`src/design/assert_macros.svh`:
```
// Assertion helpers shared by the walker modules.
`ifndef ASSERT_MACROS_SVH
`define ASSERT_MACROS_SVH
// Implication checked on every clock edge outside reset.
`define ASSERT_IMP(label, clk, rst_n, ante, cons, msg) \
	label: assert property (@(posedge clk) disable iff (!rst_n) (ante) |-> (cons)) \
		else $error(msg);
// Property that must hold on every clock edge outside reset.
`define ASSERT_ALWAYS(label, clk, rst_n, prop, msg) \
	label: assert property (@(posedge clk) disable iff (!rst_n) (prop)) else $error(msg);
`endif

```
`src/design/flptw_pkg.sv`:
```
// ----------------------------------------------------------------------------
// flptw_pkg
// Types, codes and constants of the four-level page-table walker.
// ----------------------------------------------------------------------------
package flptw_pkg;
	localparam int PAGE_COUNT_BITS_DEF = 16;
	localparam logic [63:0] ADDR_MASK = 64'h000F_FFFF_FFFF_F000;

	localparam logic [1:0] OP_TRANSLATE = 2'd0;
	localparam logic [1:0] OP_PROTECT   = 2'd1;
	localparam logic [1:0] OP_UNMAP     = 2'd2;
	localparam logic [1:0] OP_DATA      = 2'd3;

	localparam logic [2:0] KIND_READ  = 3'd0;
	localparam logic [2:0] KIND_WRITE = 3'd1;
	localparam logic [2:0] KIND_FREED = 3'd2;
	localparam logic [2:0] KIND_SHOOT = 3'd3;
	localparam logic [2:0] KIND_DONE  = 3'd4;

	localparam logic [1:0] REG_ROOT  = 2'd0;
	localparam logic [1:0] REG_VALID = 2'd1;
	localparam logic [1:0] REG_SLOT  = 2'd2;

	typedef struct packed {
		logic [2:0]  kind;
		logic [51:0] mem_address;
		logic [63:0] write_data;
		logic [51:0] freed_frame;
		logic [51:0] phys_address;
		logic [63:0] entry_flags;
		logic        success;
		logic        last;
	} result_t;

	function automatic logic [8:0] level_index(input logic [47:0] va, input logic [1:0] lvl);
		logic [8:0] r;
		case (lvl)
			2'd0: r = va[47:39];
			2'd1: r = va[38:30];
			2'd2: r = va[29:21];
			default: r = va[20:12];
		endcase
		return r;
	endfunction
endpackage

```
`src/design/flptw_engine.sv`:
```
// ----------------------------------------------------------------------------
// flptw_engine
// Front part: takes commands and read data, updates the walk state and writes
// the results each item causes (up to four) into the result queue.
// ----------------------------------------------------------------------------
module flptw_engine #(
	parameter int PAGE_COUNT_BITS = flptw_pkg::PAGE_COUNT_BITS_DEF
) (
	input  logic                     clk,
	input  logic                     arst_n,
	input  logic                     in_fire,
	input  logic [1:0]               operation,
	input  logic [47:0]              vaddr,
	input  logic [PAGE_COUNT_BITS-1:0] page_count,
	input  logic [11:0]              new_flags,
	input  logic                     no_execute,
	input  logic [63:0]              read_data,
	input  logic [51:0]              root_address,
	input  logic                     root_valid,
	input  logic [8:0]               user_slot,
	output logic [2:0]               push_n,
	output flptw_pkg::result_t       push_r [4]
);
	import flptw_pkg::*;

	logic        busy_q;
	logic [1:0]  cmd_q;
	logic [1:0]  level_q;
	logic [47:0] cur_q;
	logic [8:0]  start_slot_q;
	logic [PAGE_COUNT_BITS-1:0] left_q;
	logic [12:0] flags_q;
	logic [51:0] leaf_q;

	result_t     r [4];
	logic [2:0]  n;
	logic [51:0] frame;
	logic [51:0] root_rd;
	logic        rej;
	logic        more;

	assign frame   = read_data[51:0] & ADDR_MASK[51:0];
	assign root_rd = root_address + {40'd0, level_index(vaddr, 2'd0), 3'b000};
	assign rej     = !root_valid || (operation != OP_TRANSLATE &&
		(page_count == '0 || vaddr[11:0] != 12'd0));
	assign more    = left_q != PAGE_COUNT_BITS'(1);

	always_comb begin
		r = '{default: '0};
		n = 3'd0;
		if (in_fire) begin
			if (operation != OP_DATA) begin
				if (!busy_q) begin
					n = 3'd1;
					if (rej) begin
						r[0].kind = KIND_DONE;
					end else begin
						r[0].kind = KIND_READ;
						r[0].mem_address = root_rd;
					end
				end
			end else if (busy_q) begin
				n = 3'd1;
				if (read_data == 64'd0) begin
					r[0].kind = KIND_DONE;
				end else if (level_q != 2'd3) begin
					r[0].kind = KIND_READ;
					r[0].mem_address = frame +
						{40'd0, level_index(cur_q, level_q + 2'd1), 3'b000};
				end else if (cmd_q == OP_TRANSLATE) begin
					r[0].kind = KIND_DONE;
					r[0].success = 1'b1;
					r[0].phys_address = frame | {40'd0, cur_q[11:0]};
					r[0].entry_flags = read_data & ~ADDR_MASK;
				end else begin
					r[0].kind = KIND_WRITE;
					r[0].mem_address = leaf_q;
					if (cmd_q == OP_PROTECT) begin
						r[0].write_data = {flags_q[12], 11'd0, frame} |
							{52'd0, flags_q[11:0]} | 64'd1;
					end else begin
						r[1].kind = KIND_FREED;
						r[1].freed_frame = frame;
						n = 3'd2;
					end
					if (more) begin
						r[n[1:0]].kind = KIND_READ;
						r[n[1:0]].mem_address = root_address + {40'd0,
							level_index(cur_q + 48'h1000, 2'd0), 3'b000};
						n = n + 3'd1;
					end else begin
						if (root_valid && root_address != 52'd0 && start_slot_q == user_slot) begin
							r[n[1:0]].kind = KIND_SHOOT;
							n = n + 3'd1;
						end
						r[n[1:0]].kind = KIND_DONE;
						r[n[1:0]].success = 1'b1;
						n = n + 3'd1;
					end
				end
			end
			if (n != 3'd0) r[n[1:0] - 2'd1].last = 1'b1;
		end
	end

	assign push_n = n;
	assign push_r = r;

	always_ff @(posedge clk or negedge arst_n) begin
		if (!arst_n) begin
			busy_q <= 1'b0; cmd_q <= OP_DATA; level_q <= 2'd0; cur_q <= '0;
			start_slot_q <= '0; left_q <= '0; flags_q <= '0; leaf_q <= '0;
		end else if (in_fire) begin
			if (operation != OP_DATA) begin
				if (!busy_q && !rej) begin
					busy_q <= 1'b1; cmd_q <= operation; level_q <= 2'd0;
					cur_q <= vaddr; start_slot_q <= vaddr[47:39];
					left_q <= page_count; flags_q <= {no_execute, new_flags};
					leaf_q <= root_rd;
				end
			end else if (busy_q) begin
				if (read_data == 64'd0) begin
					busy_q <= 1'b0;
				end else if (level_q != 2'd3) begin
					level_q <= level_q + 2'd1;
					leaf_q <= r[0].mem_address;
				end else if (cmd_q == OP_TRANSLATE) begin
					busy_q <= 1'b0;
				end else begin
					left_q <= left_q - PAGE_COUNT_BITS'(1);
					if (more) begin
						cur_q <= cur_q + 48'h1000;
						level_q <= 2'd0;
						leaf_q <= r[n[1:0] - 2'd1].mem_address;
					end else begin
						busy_q <= 1'b0;
					end
				end
			end
		end
	end

	`include "assert_macros.svh"
	`ASSERT_ALWAYS(a_push_bound, clk, arst_n, push_n <= 3'd4, "too many results")
	`ASSERT_IMP(a_start_level, clk, arst_n, $rose(busy_q), level_q == 2'd0,
		"walk started below the top level")
endmodule

```
`config.mk`:
```
export PLATFORM = sky130hd
export DESIGN_NAME = flptw_engine
export DESIGN_NICKNAME = d
export VERILOG_FILES = /design/src/design/flptw_pkg.sv /design/src/design/flptw_engine.sv
export VERILOG_INCLUDE_DIRS = /design/src /design/src/design
export SDC_FILE = /design/constraint.sdc
export NUM_CORES = 1
export LEC_CHECK = 0
export BUFFER_PORTS_ARGS = -buffer_cell sky130_fd_sc_hd__buf_2
export CAP_MARGIN = 20
export CORE_AREA = 2 2 532 534
export CTS_CLUSTER_DIAMETER = 60
export CTS_CLUSTER_SIZE = 28
export DETAILED_ROUTE_END_ITERATION = 8
export DIE_AREA = 0 0 534 536
export GPL_TIMING_DRIVEN = 0
export PLACE_DENSITY = 0.32
export SETUP_SLACK_MARGIN = 0.1
export SLEW_MARGIN = 20
export SYNTH_ARGS = -nofsm -noshare
export SYNTH_HDL_FRONTEND = slang
export SYNTH_SLANG_ARGS = --single-unit
```
`constraint.sdc`:
```
create_clock -name clk -period 11.12 [get_ports clk]
set_input_delay 2.224 -clock clk [delete_from_list [all_inputs] [get_ports clk]]
set_output_delay 2.224 -clock clk [all_outputs]
set_load 0.1 [all_outputs]
```
Word level (Yosys, flattened, before mapping)
Cells that the tools add are included.
{"block": "word_totals", "regBits": 143, "out_inout_bits": 1159, "word_cells": 215}
{"block": "op_classes", "add_sub_neg": 10, "magnitude_cmp": 7, "n_eq_ne": 12, "mux": 144, "bitwise_logic": 6, "reduce_logical": 28}
{"operator": "$mux 1156", "count": 18}
{"operator": "$bwmux 1156", "count": 6}
{"operator": "$mux 1101", "count": 3}
{"operator": "$demux 289 s2", "count": 5}
{"operator": "$mux 1153", "count": 1}
{"operator": "$mux 868", "count": 1}
{"operator": "$mux 286", "count": 3}
{"operator": "$mux 52", "count": 15}
{"operator": "$bmux 289 s2", "count": 1}
{"operator": "$mux 289", "count": 2}
{"operator": "$mux 64", "count": 7}
{"operator": "$mux 48", "count": 7}
{"operator": "$mux 55", "count": 4}
{"operator": "$mux 168", "count": 1}
{"operator": "$add 52x12->52", "count": 3}
{"operator": "$mux 117", "count": 1}
{"operator": "$mux 9", "count": 12}
{"operator": "$mux 16", "count": 6}
{"operator": "$mux 3", "count": 31}
{"operator": "$logic_not 64->1", "count": 1}
{"operator": "$or 64x12->64", "count": 1}
{"operator": "$or 52x12->52", "count": 1}
{"operator": "$reduce_bool 52->1", "count": 1}
{"operator": "$add 48x13->48 const B", "count": 1}
{"operator": "other kinds (29)", "count": 75}

Logic depth before layout (Yosys ltp)
Gate-level depths: netlist (run 1).
{"block": "logic_depth", "word_depth": 49, "mapped_depth": 20, "mapped_depth_nobuf": 17}

Worst setup path before layout (run 1)
OpenSTA, ideal clock, no wires.
{"block": "synth_path", "path_kind": "input to output", "from": "input root_address[27]", "to": "output push_r[578] (netlist name)", "arrival_time_ps": 10023, "required_time_ps": 8896, "path_slack_ps": -1127, "stages": 10, "cell_sequence": "clkbuf_1 nor4_1 nand4_1 nor4_1 or4_1 inv_1 ha_1 a2111oi_0 nand2_1 inv_1"}
{"item": "start, declared", "line": "flptw_engine.sv:18", "text": "input logic [51:0] root_address,"}
{"item": "end, declared", "line": "flptw_engine.sv:22", "text": "output flptw_pkg::result_t push_r [4]"}

==> impl_metrics.json, run 1 <==
{
  "status": "complete, no violations",
  "timing_worst_setup_path_type": "input pin to output pin",
  "fmax_ghz": 0.0972,
  "layout.nets": 4457,
  "cp_common_cell": "clkbuf_1",
  "drive_above_1_share": 0.344,
  "clock-sinks": 142,
  "ios": 1367,
  "cts_hold_buf": 0,
  "grt_pass1_vias": 20650,
  "arrival_ps": 8060,
  "drtIter0Drc": 2171,
  "syn_area_per_cell_um2": 7.15,
  "num_vias": 23852,
  "drv_slew": 0,
  "cts-resized-gates": 0,
  "setup_slack_ps": 832,
  "clock_path_buffers": 2,
  "grt_max_degree": 67,
  "ys.flop_type": "dfrtp_1",
  "synth_xor_area_frac": 0.0436,
  "dieArea_um2": 286000,
  "cts-root-buf": "clkbuf_16",
  "critPathLaunchType": "input pin",
  "overflow": 0,
  "p_leak_nw": 16.0,
  "critPathRequiredTime_ps": 8900,
  "htree_levels": 4,
  "vdd_drop_max_mv": 0.114,
  "power_density_nw_per_um2": 122,
  "synthSimpleGateAreaFrac": 0.237,
  "areaGrowthSynthToFinish_pct": 55.8,
  "synth_edf_count": 0,
  "track_usage": 0.123,
  "cts_tree": "done",
  "cp-end-kind": "output pin",
  "avgViaCountPerCell": 2.99,
  "drc": 0,
  "cts_buffers": 17,
  "drt_first_pass_iters": 5,
  "post-place-cells": 7939,
  "synth_top_family_by_area": "buffers and inverters",
  "setup_viol": 0,
  "place_ws_ps": 897,
  "synth_area_um2": 20300,
  "crit_chain": "buf_2, nor4_1, nand4_1, or4_1, clkbuf_1, nand2_1, clkbuf_1, clkbuf_1, clkbuf_1, nor2_1, buf_2",
  "yosysWarnings": 0,
  "final_cell_mix": "buf_4 (825), conb_1 (814), buf_2 (538), nand2_1 (258), nor2_1 (212)",
  "critical-path-top-delay-family": "buffers and inverters",
  "wl_per_cell_um": 23.2,
  "skew_ps": 42.6,
  "initial_core_util": 0.0723,
  "grt_pass1_wl_mm": 228,
  "ys_seq_area_frac": 0.175,
  "critPathSlowestCell": "clkbuf_1",
  "hold_class": "flip-flop to flip-flop",
  "syn_inst": 2841,
  "gp_congestion": 0.883,
  "fill_cells": 33079,
  "post-cts-setup-buffer-count": 0,
  "muxShareOfSynthArea": 0.00222,
  "maxCapViolations": 0,
  "synth-seq-cells": 142,
  "antenna_found_initial": 93,
  "ys_types": 78,
  "finalPower_w": 0.00386,
  "placementRows": 195,
  "placed_cell_area_um2": 31000,
  "clkLatencyLatePin_ps": 570,
  "async_flop_share": 1.00,
  "yosys.area_share.adder": 0.0217,
  "critPathMaxStageDelay_ps": 880,
  "cp_max_fo": 10,
  "routed_wl_mm": 185,
  "final.period_utilization": 0.925,
  "port_buffers": 527,
  "worstMarginPinSlew_ps": 1170,
  "die_x_um": 534,
  "coreArea_um2": 281000,
  "utilization": 0.113,
  "hold_viol_final": 0,
  "synth-compound-area-share": 0.179,
  "maxSlewHeadroom": 0.219,
  "die_h_um": 536,
  "cp_num_buf_inv": 6,
  "timing.final.crit_period_ps": 10290,
  "hpwl_mm": 161,
  "layout_commonest_cell": "buf_4",
  "clkTransAtPathRegs_ps": 80,
  "finalNonFillerCells": 7988,
  "drtAntennaViolNets": 0,
  "grt_setup_unrepaired": "no",
  "finalInstanceArea_um2": 31600
}
==> cells in the mapped netlist, types with 7 or more instances <==
cell	count	share of area
a22oi_1	12	0.0044
or3_1	13	0.0040
xor2_1	30	0.013
o31ai_1	9	0.0033
nand3_1	71	0.018
a222oi_1	9	0.0044
o21a_1	11	0.0041
nor3_1	36	0.0089
a211oi_1	34	0.013
a21o_1	15	0.0055
o221ai_1	9	0.0039
nand4_1	37	0.011
or2_2	7	0.0022
a31oi_1	17	0.0052
dfrtp_1	140	0.17
o22a_1	7	0.0030
a221o_1	10	0.0049
ha_1	32	0.020
and3_1	56	0.017
nand2b_1	10	0.0031
and4_1	8	0.0035
buf_2	9	0.0022
nand2_1	258	0.048
a21oi_1	175	0.043
clkbuf_1	146	0.027
nor2b_1	12	0.0037
o22ai_1	36	0.011
inv_1	29	0.0054
a31o_2	9	0.0039
o211ai_1	15	0.0055
o21ai_0	138	0.034
nor4_1	44	0.014
buf_4	819	0.30
xnor2_1	71	0.031
and2_1	185	0.057
nor2_1	212	0.039
a2bb2oi_1	12	0.0052
buf_1	12	0.0022
==> metrics by stage <==
stage	hold WS [ps]	setup TNS (ps)
after floorplan	437	0
after global placement	455	-1790
after detailed placement	458	0
after CTS	479	0
after global routing	501	0
final	473	0
==> worst reg2reg max path, cell delays in order (launching register included) <==
cell	delay, ps
dfrtp_1	500
ha_1	260
and4_1	270
nor2b_1	490
and4_1	390
nor2b_1	470
nand2_1	290
nor2_1	260
xor2_1	340
ha_1	300
clkbuf_1	190
nand2_1	110
nor2_1	40
a211oi_1	800
clkbuf_1	490
a21oi_1	400
nand2_1	190
xor2_1	720
a21oi_1	320
a221o_1	400
==> layer usage <==
metal	GRT usage	up-vias	routed length, µm
met5	0	-	207
met4	0.0220	32	3770
met3	0.0450	200	19000
met2	0.218	1590	91400
met1	0.141	11190	70900
li1	-	10840	-
==> state kept, by name (all words and copies together) (netlist names) <==
register / count
cur_q: 48
leaf_q: 52
busy_q: 1
flags_q: 12
cmd_q: 2
left_q: 16
level_q: 2
start_slot_q: 9
==> report_power, final <==
group / total (W) / switching [W] / internal, W
Combinational: 0.00238 / 0.00191 / 0.000469
Sequential: 0.000784 / 0.000132 / 0.000652
Clock: 0.000697 / 0.000390 / 0.000307
Total: 0.00386 / 0.00244 / 0.00143
==> cells by family after synthesis <==
logic type      Yosys count
mux                       4
buf+inv                1017
simple gates            968
other cells               1
xor+xnor                101
fa+ha+maj                34
flops                   142
compound gates          574
==> final timing paths <==
| path | start | end | slack [ps] | depth (start not counted) |
|---|---|---|---|---|
| worst max register to register | cur_q[12] | leaf_q[28] | 3760 | 19 |
| min in group asynchronous | arst_n | flags_q[9] | 1520 | 1 |
| worst min-delay path | flags_q[8] | flags_q[8] | 470 | 2 |
| max in group asynchronous | arst_n | leaf_q[48] | 8410 | 3 |
| worst max-delay path | read_data[14] | push_r[826] | 830 | 11 |
| worst min register to register | flags_q[8] | flags_q[8] | 470 | 2 |
==> area by class of cell <==
cell class,instances,area [µm²],area share
buffer,987,6810,0.215
clock buffer,17,425,0.0135
clock inverter,15,184,0.00582
antenna,17,42.5,0.00135
sequential,142,3560,0.112
inverter,30,114,0.00360
multi-input combinational,2495,13000,0.410
timing repair buffer,542,2830,0.0895
tap,3743,4680,0.148
Note: power is estimated with default switching activity, not from simulation.
==> inputs of run 2 (changes only) <==
- ABC_AREA: unset -> 1
- CORE_AREA: 2 2 532 534 -> 2 2 537 539
- DIE_AREA: 0 0 534 536 -> 0 0 539 541
- PLACE_DENSITY: 0.32 -> 0.34
==> run 2 against run 1 <==
Core utilization up 0.80 points; highest routed layer unchanged; critical path depth up 2; cell count up 14%.
==> impl_metrics.json, run 2 <==
{
  "track_usage": 0.129,
  "sequentialPowerShare": 0.196,
  "critPathMaxStageDelay_ps": 670,
  "status": "complete, no violations",
  "finalNonFillerCells": 9102,
  "yosysTopAreaCell": "buf_4",
  "timing.final.crit_period_ps": 8910,
  "place_ws_ps": 1500,
  "areaGrowthSynthToFinish_pct": 48.6,
  "drtIter0Drc": 1934,
  "setup_slack_ps": 2210,
  "reg_top3": "leaf_q x52, cur_q x48, left_q x16",
  "initial_core_util": 0.0811,
  "arrival_ps": 6680,
  "vdd_drop_max_mv": 0.140,
  "power_density_nw_per_um2": 120,
  "maxSlewHeadroom": 0.233,
  "final_cell_mix": "nand2_1 (860), buf_4 (827), conb_1 (814), buf_2 (591), nor2_1 (509)",
  "drt_first_pass_iters": 6,
  "avgViaCountPerCell": 3.08,
  "drv_slew": 0,
  "ys.flop_type": "dfrtp_1",
  "finalPower_w": 0.00415,
  "grt_max_degree": 73,
  "clkTransAtPathRegs_ps": 70,
  "crit-reg2reg-launch": "cur_q[12]",
  "routed_wl_mm": 196,
  "critPathLaunchType": "input pin",
  "placed_cell_area_um2": 33900,
  "drtAntennaViolNets": 0,
  "die_h_um": 541,
  "num_vias": 28070,
  "synth_edf_count": 0,
  "hpwl_mm": 175,
  "cp_common_cell": "nor2_1",
  "maxCapViolations": 0,
  "die_x_um": 539,
  "clockPowerShare": 0.161,
  "dieArea_um2": 292000,
  "syn_inst": 3907,
  "cp_max_fo": 10,
  "port_buffers": 550,
  "cts_hold_buf": 0,
  "swShare": 0.633,
  "wl_per_cell_um": 21.5,
  "layout_commonest_cell": "nand2_1",
  "overflow": 0,
  "htree_levels": 4,
  "grt_setup_unrepaired": "no",
  "power_switching_w": 0.00263,
  "grt_pass1_wl_mm": 250,
  "skew_ps": 26.5,
  "r2r_setup_slack_ps": 5680,
  "final.period_utilization": 0.801,
  "clkLatencyLatePin_ps": 550,
  "crit_start": "read_data[50]",
  "critPathSlowestCell": "nand3_1",
  "hold_viol_final": 0,
  "yosysWarnings": 0,
  "hold_class": "flip-flop to flip-flop",
  "gp_congestion": 0.915,
  "tns_ps": 0,
  "drive_above_1_share": 0.295,
  "internal_power_w": 0.00152,
  "largest_register_ffs": 52,
  "crit_chain": "buf_2, inv_1, nand3_1, nor2_1, nand2_1, nor2_1, nand2_2, buf_6, nand3_1, clkbuf_2, clkbuf_1, nor2_1, buf_2",
  "ys_seq_area_frac": 0.153,
  "post-place-cells": 9054,
  "syn_area_per_cell_um2": 5.95,
  "coreArea_um2": 286000,
  "ys_types": 60,
  "synth_area_um2": 23200,
  "drc": 0,
  "cts-root-buf": "clkbuf_16",
  "fmax_ghz": 0.112,
  "critPathRequiredTime_ps": 8900,
  "p_comb_frac": 0.643,
  "finalInstanceArea_um2": 34500,
  "reg2reg_depth": 21,
  "async_flop_share": 1.00,
  "synthTopCellsByArea": "buf_4 (27%), dfrtp_1 (15%), nand2_1 (14%)",
  "top_register": "leaf_q",
  "clock-sinks": 142,
  "antenna_found_initial": 100,
  "cts_buffers": 17,
  "grt_pass1_vias": 25730,
  "cts-resized-gates": 0,
  "post-cts-setup-buffer-count": 0,
  "synth_most_common_cell": "nand2_1",
  "worstMarginPinSlew_ps": 1150,
  "endpoint": "push_r[975]",
  "r2r_end": "leaf_q[27]",
  "setup_viol": 0,
  "cp-end-kind": "output pin",
  "synth-seq-cells": 142,
  "yosys.area.top_type_share": 0.267,
  "timing_worst_setup_path_type": "input pin to output pin",
  "placementRows": 197,
  "layout.nets": 5534,
  "ios": 1367,
  "p_leak_nw": 20.0,
  "synth_common_cells": "nand2_1 (861), buf_4 (827), nor2_1 (509), inv_1 (507), nand3_1 (217)",
  "cts_tree": "done",
  "clock_path_buffers": 2
}
-- run 2: power by group through the flow --
stage          sequential, W  combinational, W  clock [W]
2_1_floorplan       0.000766           0.00214          0
3_3_place_gp        0.000819           0.00265          0
3_5_place_dp        0.000819           0.00266          0
4_1_cts             0.000810           0.00266   0.000686
5_1_grt             0.000833           0.00281   0.000698
6_report            0.000813           0.00267   0.000669
-- run 2: worst min-delay path by stage --
stage	start	endpoint	slack (ps)	depth (start not counted)
final	leaf_q[12]	leaf_q[12]	490	2
after global routing	leaf_q[12]	leaf_q[12]	510	2
after global placement	leaf_q[13]	leaf_q[13]	470	2
after CTS	leaf_q[18]	leaf_q[18]	490	2
after detailed placement	leaf_q[12]	leaf_q[12]	470	2
after floorplan	leaf_q[8]	leaf_q[8]	450	2
-- run 2: worst max-delay path, delay by kind of cell --
kind / cells / cell delay (ps)
and+or+nand+nor: 7 / 2170
buffers and inverters: 6 / 2210
-- run 2: cell families (layout without fill, tap and decap cells) --
family,after synthesis,after routing,share of synthesized area
adder cells (fa/ha/maj),34,34,0.0190
other,1,830,0.000161
flip-flops,142,142,0.153
AO/OA/AOI/OAI,425,425,0.104
XOR/XNOR,50,50,0.0188
buffers and inverters,1465,2050,0.374
multiplexers,5,5,0.00232
AND/OR/NAND/NOR,1785,1785,0.328
-- run 2: per-stage QoR --
step	utilization	hold slack, ps
2_1_floorplan	-	449
3_3_place_gp	0.118	470
3_5_place_dp	0.118	471
4_1_cts	0.120	489
5_1_grt	0.120	513
6_report	0.121	488
-- run 2: final cells by class --
class	count	area, µm²
clock inverters	15	194
repair buffers	553	2850
clock buffers	17	425
multi-input cells	3113	14000
diodes	16	40.0
plain buffers	945	6750
fillers	33768	252000
flip-flops and latches	142	3560
inverters	520	1950
well taps	3781	4730
-- run 2: layer usage --
layer / up-vias / track usage / wire length, µm / share of wire
li1: 13322 / - / - / -
met1: 12825 / 0.141 / 73900 / 0.38
met2: 1582 / 0.224 / 94000 / 0.48
met3: 273 / 0.0386 / 16500 / 0.084
met4: 68 / 0.0645 / 11200 / 0.057
met5: - / 0 / 414 / 0.0021
==> inputs of run 3 (changes only) <==
- PLACE_DENSITY: 0.34 -> 0.35
- clock period: 11.12 -> 7.49 ns (I/O delays scaled with it)
==> run 3 against run 2 <==
Design area grew 0.11%; first-iteration DRC count grew 15%; register-to-register slack worse by 3300 ps; hold slack worse by 3.7 ps; largest cell class unchanged; sequential cell count did not move; count of clock-buffer cells in the layout stayed put; largest power group unchanged; via count down 0.22%; wire length decreased by 0.75%; power rose by 47%; combinational power rose by 48%; global-route usage decreased by 0.11 points; critical path depth increased by 7.
==> impl_metrics.json, run 3 (same netlist as run 2, synthesis figures left out) <==
{
  "status": "complete, no violations",
  "utilization": 0.121,
  "skew_ps": 30.4,
  "post-cts-setup-buffer-count": 0,
  "hpwl_mm": 173,
  "avgViaCountPerCell": 3.08,
  "power_density_nw_per_um2": 177,
  "drtIter0Drc": 2222,
  "grt_setup_unrepaired": "yes",
  "clkLatencyLatePin_ps": 550,
  "critical-path-top-delay-family": "simple AND/OR/NAND/NOR gates",
  "coreArea_um2": 286000,
  "timing_worst_setup_path_type": "flip-flop to output pin",
  "worstMarginPinSlew_ps": 1140,
  "port_buffers": 550,
  "routed_wl_mm": 195,
  "cts_hold_buf": 0,
  "overflow": 0,
  "crit_chain": "ha_2, nand3_1, nor2_1, nand2_1, nor4_1, nand3b_1, xor2_1, ha_1, nand3_1, nand3_1, nand2_1, nand2_1, nand2_1, nand2_1, nand3_1, nand2_1, nand2_1, nand2_1, inv_1, buf_2",
  "gp_congestion": 0.938,
  "cts-root-buf": "clkbuf_16",
  "reg_top3": "leaf_q x52, cur_q x48, left_q x16",
  "die_h_um": 541,
  "post-place-cells": 9054,
  "dieArea_um2": 292000,
  "maxCapViolations": 0,
  "r2r_setup_slack_ps": 2360,
  "cp_num_buf_inv": 2,
  "htree_levels": 4,
  "timing.final.crit_period_ps": 7210,
  "cp-end-kind": "output pin",
  "cts_buffers": 17,
  "top_register": "leaf_q",
  "placementRows": 197,
  "clock-sinks": 142,
  "antenna_found_initial": 87,
  "clkTransAtPathRegs_ps": 100,
  "track_usage": 0.128,
  "hold_class": "flip-flop to flip-flop",
  "maxSlewHeadroom": 0.243,
  "cp_max_fo": 7,
  "drtAntennaViolNets": 0,
  "num_vias": 28009,
  "place_ws_ps": -505,
  "critPathRequiredTime_ps": 5990,
  "grt_pass1_wl_mm": 246,
  "arrival_ps": 5720,
  "critPathMaxStageDelay_ps": 650,
  "ios": 1367,
  "die_x_um": 539,
  "areaGrowthSynthToFinish_pct": 48.8,
  "wl_per_cell_um": 21.4,
  "drt_first_pass_iters": 6,
  "initial_core_util": 0.0811,
  "drv_slew": 0,
  "final.period_utilization": 0.963,
  "drive_above_1_share": 0.296,
  "finalNonFillerCells": 9104,
  "grt_pass1_vias": 25426,
  "vdd_drop_max_mv": 0.221,
  "largest_register_ffs": 52,
  "cts_tree": "done",
  "layout.nets": 5534,
  "setup_viol": 0,
  "drc": 0,
  "setup_slack_ps": 275,
  "cp_common_cell": "nand2_1",
  "hold_viol_final": 0,
  "layout_commonest_cell": "nand2_1",
  "clock_path_buffers": 2,
  "tns_ps": 0,
  "p_leak_nw": 20.0,
  "critPathSlowestCell": "nor4_1",
  "fmax_ghz": 0.139,
  "grt_max_degree": 75,
  "final_cell_mix": "nand2_1 (859), buf_4 (829), conb_1 (814), buf_2 (582), nor2_1 (509)",
  "critPathLaunchType": "flip-flop"
}
## run 3: cell count changes in the layout (fill, tap and decap cells not counted), moves of 4 or more
cell / before / now
clkbuf_4: 0 / 8
nand3_2: 5 / 9
nand3_1: 217 / 213
buf_2: 591 / 582
## run 3: stage by stage
stage | hold slack [ps] | area, µm² | power, W
final | 484 | 34600 | 0.00611
after global routing | 522 | 34500 | 0.00640
after CTS | 486 | 34500 | 0.00613
after detailed placement | 466 | 33900 | 0.00514
after global placement | 465 | 33800 | 0.00513
after floorplan | 449 | 26300 | 0.00431
## run 3: power by group
group          switching, W  internal [W]
clock              0.000514      0.000447
combinational       0.00317      0.000774
sequential         0.000200       0.00100
## run 3: path summary, 6_finish.rpt
path	startpoint	cells past startpoint	to
worst max-delay path	cur_q[12]	20	push_r[849]
worst min-delay path	leaf_q[12]	2	leaf_q[12]
worst max register to register	cur_q[12]	21	leaf_q[45]
worst min register to register	leaf_q[12]	2	leaf_q[12]
max in group asynchronous	arst_n	2	flags_q[3]
min in group asynchronous	arst_n	1	cur_q[19]
## run 3: final cells by class
| type | count | area [µm²] |
|---|---|---|
| antenna | 18 | 45.0 |
| buffer | 945 | 6750 |
| clock buffer | 17 | 425 |
| clock inverter | 15 | 168 |
| fill | 33887 | 252000 |
| inverter | 520 | 1950 |
| multi-input combinational | 3113 | 14100 |
| sequential | 142 | 3560 |
| tap | 3781 | 4730 |
| timing repair buffer | 553 | 2860 |
## run 3: metal layers
layer / GRT usage / vias to the layer above / share of wire
met4: 0.0632 / 66 / 0.054
met1: 0.141 / 12799 / 0.38
li1: - / 13319 / -
met5: 0 / - / 0.0020
met2: 0.222 / 1582 / 0.48
met3: 0.0391 / 243 / 0.086
## run 3: worst register-to-register path, cell delays in order (launching register included)
cell and delay, ps:
dfrtp_1 550, ha_2 390, nand3_1 150, nor2_1 250, nand2_1 140, nor4_1 650, nand3b_1 230, xor2_1 320
ha_1 340, nand3_1 110, nand3_1 180, nand2_1 110, nand2_1 180, nand2_1 110, nand2_1 300, nand3_1 220
nand2_1 120, nor2_1 250, nor2_1 70, nand2_1 140, nand3_1 90, a21boi_1 140
## run 3: repair_timing
action | in CTS | in global routing
pin swaps | 0 | 0
gates cloned | 0 | 0
gates resized for setup | 5 | 13
endpoints found under the setup margin | 73 | 45
